`config.mk`:
```
export PLATFORM = sky130hd
export DESIGN_NAME = flux_interval_statistics
export DESIGN_NICKNAME = d
export VERILOG_FILES = /design/src/rtl/core/fis_pkg.sv /design/src/rtl/core/fis_div.sv /design/src/rtl/core/flux_interval_statistics.sv
export SDC_FILE = /design/constraint.sdc
export NUM_CORES = 1
export LEC_CHECK = 0
export BUFFER_PORTS_ARGS = -buffer_cell sky130_fd_sc_hd__buf_4
export CAP_MARGIN = 15
export CORE_UTILIZATION = 39
export CTS_CLUSTER_SIZE = 10
export DETAILED_ROUTE_END_ITERATION = 8
export GPL_TIMING_DRIVEN = 0
export PLACE_DENSITY = 0.63
export SLEW_MARGIN = 30
export SYNTH_ARGS = -nofsm -noshare
export SYNTH_HDL_FRONTEND = slang
export SYNTH_SLANG_ARGS = --single-unit
```
`constraint.sdc`:
```
create_clock -name clk -period 10.3 [get_ports clk]
set_input_delay 1.545 -clock clk [delete_from_list [all_inputs] [get_ports clk]]
set_output_delay 1.545 -clock clk [all_outputs]
set_load 0.05 [all_outputs]
```
`src/rtl/core/fis_pkg.sv`:
```
// package: shared types and constants of the flux interval statistics block
package fis_pkg;

	// sample limit per revolution and the counter width that holds it
	localparam int MAX_SAMPLES = 65536;
	localparam int COUNT_W     = $clog2(MAX_SAMPLES + 1);

	// field widths
	localparam int STAMP_W = 32;
	localparam int SUM_W   = 48;
	localparam int TOTAL_W = 17;
	localparam int RPM_W   = 44;

	// shared divider geometry
	localparam int DIV_N_W   = SUM_W;
	localparam int DIV_D_W   = 32;
	localparam int DIV_CNT_W = $clog2(DIV_N_W);

	localparam logic [RPM_W-1:0] RPM_NUM_RESET = 44'd4224422442244;

	// input beat
	typedef struct packed {
		logic [STAMP_W-1:0] timestamp;
		logic [STAMP_W-1:0] revolution_ticks;
		logic               last;
	} fis_in_t;

	// result beat
	typedef struct packed {
		logic [STAMP_W-1:0] gap_min;
		logic [STAMP_W-1:0] gap_max;
		logic [STAMP_W-1:0] gap_mean;
		logic [TOTAL_W-1:0] sample_total;
		logic [STAMP_W-1:0] span_ticks;
		logic [RPM_W-1:0]   rpm_fixed;
		logic               overrun;
	} fis_out_t;

	// sequencer states
	typedef enum logic [2:0] {
		ST_IDLE,
		ST_FOLD,
		ST_AVG_GO,
		ST_AVG_WAIT,
		ST_RPM_GO,
		ST_RPM_WAIT,
		ST_EMIT
	} fis_state_t;

endpackage

```
`src/rtl/core/fis_div.sv`:
```
// shared restoring divider, one quotient bit per cycle
module fis_div
	import fis_pkg::*;
(
	input  logic               clk,
	input  logic               arst_n,
	input  logic               start,
	input  logic [DIV_N_W-1:0] dividend,
	input  logic [DIV_D_W-1:0] divisor,
	output logic               done,
	output logic [DIV_N_W-1:0] quotient
);

	localparam logic [DIV_CNT_W-1:0] LAST_STEP = DIV_CNT_W'(DIV_N_W - 1);

	logic                 busy_q;
	logic                 done_q;
	logic [DIV_CNT_W-1:0] step_q;
	logic [DIV_D_W-1:0]   rem_q;
	logic [DIV_D_W-1:0]   den_q;
	logic [DIV_N_W-1:0]   quot_q;

	logic [DIV_D_W:0]     trial;
	logic [DIV_D_W:0]     diff;
	logic                 qbit;

	// trial subtraction of the divisor from the shifted remainder
	always_comb begin
		trial = {rem_q, quot_q[DIV_N_W-1]};
		diff  = trial - {1'b0, den_q};
		qbit  = !diff[DIV_D_W];
	end

	// step counter and done pulse
	always_ff @(posedge clk or negedge arst_n) begin
		if (!arst_n) begin
			busy_q <= 1'b0;
			done_q <= 1'b0;
			step_q <= '0;
		end else begin
			done_q <= 1'b0;
			if (start) begin
				busy_q <= 1'b1;
				step_q <= '0;
			end else if (busy_q) begin
				step_q <= step_q + 1'b1;
				if (step_q == LAST_STEP) begin
					busy_q <= 1'b0;
					done_q <= 1'b1;
				end
			end
		end
	end

	// remainder and quotient shift register
	always_ff @(posedge clk) begin
		if (start) begin
			rem_q  <= '0;
			den_q  <= divisor;
			quot_q <= dividend;
		end else if (busy_q) begin
			rem_q  <= qbit ? diff[DIV_D_W-1:0] : trial[DIV_D_W-1:0];
			quot_q <= {quot_q[DIV_N_W-2:0], qbit};
		end
	end

	assign done     = done_q;
	assign quotient = quot_q;

endmodule

```
`src/rtl/core/flux_interval_statistics.sv`:
```
// top level: interval statistics over the flux timestamps of one revolution
// a beat without last is folded in the cycle after it is taken, and in_ready returns in ST_IDLE
// a last beat with two or more samples runs two 48-step divisions on the shared divider
// (average, then rpm), through ST_FOLD, ST_AVG_GO, ST_AVG_WAIT, ST_RPM_GO, ST_RPM_WAIT and ST_EMIT
// a last beat with fewer than two samples goes from ST_FOLD to ST_EMIT and gives an all-zero result
// arst_n resets the revolution statistics and control and sets rpm_num_q to its reset value
module flux_interval_statistics
	import fis_pkg::*;
(
	input  logic             clk,
	input  logic             arst_n,
	input  logic             in_valid,
	output logic             in_ready,
	input  fis_in_t          in_data,
	output logic             out_valid,
	input  logic             out_ready,
	output fis_out_t         out_data,
	input  logic             cfg_valid,
	output logic             cfg_ready,
	input  logic [RPM_W-1:0] cfg_data
);

	localparam logic [COUNT_W-1:0] SAMPLE_LIMIT = COUNT_W'(MAX_SAMPLES);
	localparam logic [COUNT_W-1:0] COUNT_TWO    = COUNT_W'(2);

	fis_state_t state_q, state_d;

	logic [RPM_W-1:0]   rpm_num_q;
	logic [STAMP_W-1:0] prev_q;
	logic [STAMP_W-1:0] min_q;
	logic [STAMP_W-1:0] max_q;
	logic [SUM_W-1:0]   sum_q;
	logic [COUNT_W-1:0] count_q;
	logic               overrun_q;
	logic               has_delta_q;
	logic               last_q;
	logic [STAMP_W-1:0] delta_q;
	logic [STAMP_W-1:0] ticks_q;
	logic [STAMP_W-1:0] avg_q;
	logic [RPM_W-1:0]   rpm_q;
	logic               out_valid_q;
	fis_out_t           out_q;

	logic               in_fire;
	logic               out_load;
	logic               enough;
	logic               div_start;
	logic [DIV_N_W-1:0] div_dividend;
	logic [DIV_D_W-1:0] div_divisor;
	logic               div_done;
	logic [DIV_N_W-1:0] div_quot;
	logic [SUM_W:0]     sum_ext;

	assign cfg_ready = 1'b1;
	assign in_fire   = in_valid && in_ready;
	assign enough    = count_q >= COUNT_TWO;
	assign sum_ext   = {1'b0, sum_q} + (SUM_W+1)'(delta_q);

	// shared divider: average first, then rpm
	fis_div u_div (
		.clk      (clk),
		.arst_n   (arst_n),
		.start    (div_start),
		.dividend (div_dividend),
		.divisor  (div_divisor),
		.done     (div_done),
		.quotient (div_quot)
	);

	// state register
	always_ff @(posedge clk or negedge arst_n) begin
		if (!arst_n) begin
			state_q <= ST_IDLE;
		end else begin
			state_q <= state_d;
		end
	end

	// next state and sequencer outputs
	always_comb begin
		state_d      = state_q;
		in_ready     = 1'b0;
		div_start    = 1'b0;
		out_load     = 1'b0;
		div_dividend = sum_q;
		div_divisor  = DIV_D_W'(count_q - 1'b1);
		unique case (state_q)
			ST_IDLE: begin
				in_ready = 1'b1;
				if (in_valid) begin
					state_d = ST_FOLD;
				end
			end
			ST_FOLD: begin
				if (!last_q) begin
					state_d = ST_IDLE;
				end else if (enough) begin
					state_d = ST_AVG_GO;
				end else begin
					state_d = ST_EMIT;
				end
			end
			ST_AVG_GO: begin
				div_start = 1'b1;
				state_d   = ST_AVG_WAIT;
			end
			ST_AVG_WAIT: begin
				if (div_done) begin
					state_d = ST_RPM_GO;
				end
			end
			ST_RPM_GO: begin
				div_start    = 1'b1;
				div_dividend = DIV_N_W'(rpm_num_q);
				div_divisor  = ticks_q;
				state_d      = ST_RPM_WAIT;
			end
			ST_RPM_WAIT: begin
				if (div_done) begin
					state_d = ST_EMIT;
				end
			end
			ST_EMIT: begin
				if (!out_valid_q || out_ready) begin
					out_load = 1'b1;
					state_d  = ST_IDLE;
				end
			end
			default: begin
				state_d = ST_IDLE;
			end
		endcase
	end

	// configuration register
	always_ff @(posedge clk or negedge arst_n) begin
		if (!arst_n) begin
			rpm_num_q <= RPM_NUM_RESET;
		end else if (cfg_valid && cfg_ready) begin
			rpm_num_q <= cfg_data;
		end
	end

	// revolution statistics
	always_ff @(posedge clk or negedge arst_n) begin
		if (!arst_n) begin
			prev_q      <= '0;
			min_q       <= '1;
			max_q       <= '0;
			sum_q       <= '0;
			count_q     <= '0;
			overrun_q   <= 1'b0;
			has_delta_q <= 1'b0;
			last_q      <= 1'b0;
		end else if (in_fire) begin
			last_q <= in_data.last;
			if (count_q < SAMPLE_LIMIT) begin
				prev_q      <= in_data.timestamp;
				count_q     <= count_q + 1'b1;
				has_delta_q <= count_q != '0;
			end else begin
				overrun_q   <= 1'b1;
				has_delta_q <= 1'b0;
			end
		end else if (state_q == ST_FOLD && has_delta_q) begin
			if (delta_q < min_q) begin
				min_q <= delta_q;
			end
			if (delta_q > max_q) begin
				max_q <= delta_q;
			end
			sum_q <= sum_ext[SUM_W] ? '1 : sum_ext[SUM_W-1:0];
		end else if (out_load) begin
			prev_q      <= '0;
			min_q       <= '1;
			max_q       <= '0;
			sum_q       <= '0;
			count_q     <= '0;
			overrun_q   <= 1'b0;
			has_delta_q <= 1'b0;
		end
	end

	// per-beat payload and division results
	always_ff @(posedge clk) begin
		if (in_fire) begin
			delta_q <= in_data.timestamp - prev_q;
			ticks_q <= in_data.revolution_ticks;
		end
		if (state_q == ST_AVG_WAIT && div_done) begin
			avg_q <= (div_quot[DIV_N_W-1:STAMP_W] != '0) ? '1 : div_quot[STAMP_W-1:0];
		end
		if (state_q == ST_RPM_WAIT && div_done) begin
			rpm_q <= div_quot[RPM_W-1:0];
		end
	end

	// output register
	always_ff @(posedge clk or negedge arst_n) begin
		if (!arst_n) begin
			out_valid_q <= 1'b0;
		end else if (out_load) begin
			out_valid_q <= 1'b1;
		end else if (out_ready) begin
			out_valid_q <= 1'b0;
		end
	end

	always_ff @(posedge clk) begin
		if (out_load) begin
			if (enough) begin
				out_q.gap_min      <= min_q;
				out_q.gap_max      <= max_q;
				out_q.gap_mean     <= avg_q;
				out_q.sample_total <= TOTAL_W'(count_q);
				out_q.span_ticks   <= ticks_q;
				out_q.rpm_fixed    <= (ticks_q != '0) ? rpm_q : '0;
				out_q.overrun      <= overrun_q;
			end else begin
				out_q <= '0;
			end
		end
	end

	assign out_valid = out_valid_q;
	assign out_data  = out_q;

endmodule

```
==> impl_metrics.ini <==
[synth]
synth_fp_nets = 3145
yosysMostFrequentCell = edfxtp_1
ys_types = 84
syn_inst = 2865
postSynthAreaPerCell_um2 = 11.4
ys_warn_count = 0
yosys.area.top_type = edfxtp_1
netlist_top_cells_area = edfxtp_1 (38%), dfrtp_1 (13%), ha_1 (6.3%)
yosysSeqAreaShare = 0.568
synth.ff_latch_count = 662
synth.top_cell.area_share = 0.377
syn_area_um2 = 32600
synth_edf_count = 410
synthFlopType = edfxtp_1
synth_commonest_cells = edfxtp_1 (410), nand2_1 (223), nor2_1 (185)
async_flop_share = 0.332

[sta]
fin_skew_ps = 29.0
maxSlewHeadroom = 0.344
max_clock_freq_mhz = 247
timing.hold.ws_ps = 469
setup_violations = 0
hold_violations = 0
tightestPinTransition_ps = 984
period_minus_slack_ps = 4050
post-route-period-util = 0.393
slew_violations = 0
rsz0062_at_grt = no
fin_setup_tns_ps = 0

[cts]
hold_buffers = 0
clock-sinks = 662
ctsHtreeMaxLevel = 3
cts_setup_buffers = 0
tritoncts = yes
clk_pin_slew_ps = 60
cts_buffer_depth = 3
clk_latency_ps = 640
cts_root_buf = clkbuf_16
cts_resized = 0
cts_buffers = 80

[power]
p_total_uw = 5740
switchingPower_uw = 1240
cellPowerDensity_nw_per_um2 = 147
irDropWorstVdd_v = 0.000109
p_leak_uw = 0.0162
power.internal_uw = 4500
clkPwrFrac = 0.465
power_frac_comb = 0.037
seqPwrFrac = 0.498
switching_share = 0.216

[route]
drt-vias-per-instance = 5.27
wl_per_cell_um = 19.6
drtIter0Drc = 1573
detail_route.wirelength_um = 86400
drc = 0
drt_first_pass_iters = 6
detail-route-antenna-nets = 0
vias = 23200

[finish]
fin_nets = 3545
area_delta_synth_final_pct = 19.8
fillers = 7528
stdcell_count = 4403
antenna_cells = 0
drive_gt1_frac = 0.185

[placed_design]
gp_congestion = 0.916
io_buffers = 304
dp_cells = 4253
dpl.hpwl_um = 64300

[run_status]
status = finished, final reports clean

[flow_run]
drv_cap = 0

[grt]
antenna_found_initial = 1
grt_start_max_net_pins = 85
grt_pass1_wl_um = 133000
grt_pass1_vias = 22900
track_usage = 0.202
gr-total-overflow = 0

[worst_setup_path]
path_class = primary input to register
end_kind = register
crit_fanout = 4
cp.required_ps = 10660
cp-start-kind = primary input
cp.arrival_ps = 4410

[floorplanning]
coreArea_um2 = 82400
rows = 105
die_w_um = 291
dieArea_um2 = 84800
start_util = 0.396
pin_count = 307
die_h_um = 291

[worst_hold_path]
hp-class = register to register
[path summary, 6_finish.rpt]
kind	from	endpoint	slack [ps]	cells past startpoint
min reg2reg	u_div.quotient[0]	rpm_q[0]	470	0
min	u_div.quotient[0]	rpm_q[0]	470	0
max reg2reg	count_q[9]	out_data[157]	6440	9
max	in_data[33]	delta_q[30]	6250	12
min in group asynchronous	arst_n	prev_q[28]	900	1
max in group asynchronous	arst_n	rpm_num_q[41]	8150	3
[placed cells by master, fill, tap and decap left out, types with 88 or more instances in the layout]
cell and n:
edfxtp_1 410, buf_4 306, nand2_1 223, nor2_1 182
clkbuf_1 166, dfrtp_1 166, ha_1 163, inv_1 161
a21oi_1 154, o21ai_0 146, a21o_1 94, mux2i_1 88
[cell families (layout without fill, tap and decap cells)]
kind of cell | Yosys count | after routing | synth area share
AOI/OAI and AO/OA | 654 | 654 | 0.133
buffers and inverters | 322 | 790 | 0.0387
other | 1 | 1 | 0.000115
adders and majority gates | 166 | 166 | 0.0644
muxes | 135 | 135 | 0.0432
and+or+nand+nor | 823 | 823 | 0.126
xor gates and xnor gates | 102 | 102 | 0.0274
DFF | 662 | 662 | 0.568
[power by group through the flow]
stage / registers [uW] / logic, uW / clock network [uW]
2_1_floorplan: 2900 / 128 / 0
3_3_place_gp: 2910 / 209 / 0
3_5_place_dp: 2910 / 216 / 0
4_1_cts: 2860 / 217 / 2730
5_1_grt: 2860 / 240 / 2840
6_report: 2860 / 215 / 2670
[final cells by class]
cell class | count | area [um^2] | share of cell area
multi-input cells | 1881 | 12900 | 0.329
flip-flops and latches | 662 | 18500 | 0.474
inverters | 164 | 621 | 0.0159
clock inverters | 15 | 226 | 0.00580
well taps | 1070 | 1340 | 0.0343
clock buffers | 135 | 2250 | 0.0575
plain buffers | 158 | 653 | 0.0167
repair buffers | 318 | 2610 | 0.0668
[flip-flops by register name, summed over array words and instances, names as in the netlist, 3 cells and up]
| register | cells |
|---|---|
| avg_q | 32 |
| count_q | 17 |
| delta_q | 32 |
| max_q | 32 |
| min_q | 32 |
| out_data | 190 |
| prev_q | 32 |
| rpm_num_q | 44 |
| rpm_q | 44 |
| state_q | 3 |
| sum_q | 48 |
| ticks_q | 32 |
| u_div.den_q | 32 |
| u_div.quotient | 48 |
| u_div.rem_q | 32 |
| u_div.step_q | 6 |
[layer usage]
metal | vias to the layer above | part of all wire | global-route usage
li1 | 11200 | - | -
met1 | 11300 | 0.46 | 0.279
met2 | 616 | 0.46 | 0.323
met3 | 116 | 0.052 | 0.0302
met4 | 0 | 0.030 | 0.0728
met5 | - | 0 | 0
[critical path, stage by stage]
cell and delay (ps):
buf_4 110, inv_1 50, ha_1 190, fa_1 220
nor2b_1 70, o31ai_1 410, a211oi_1 220, o311ai_0 610
a31oi_1 240, o211a_1 310, a311oi_1 330, xnor2_1 120
[through the flow]
| stage | instance area (um^2) | worst slack, ps | util |
|---|---|---|---|
| floorplan | 32600 | 2360 | - |
| global placement | 36200 | -853 | 0.440 |
| detailed placement | 36600 | 5580 | 0.444 |
| CTS | 39100 | 6260 | 0.474 |
| global route | 39100 | 5990 | 0.474 |
| finish | 39100 | 6250 | 0.474 |
Power figures use the tool's default switching activity.
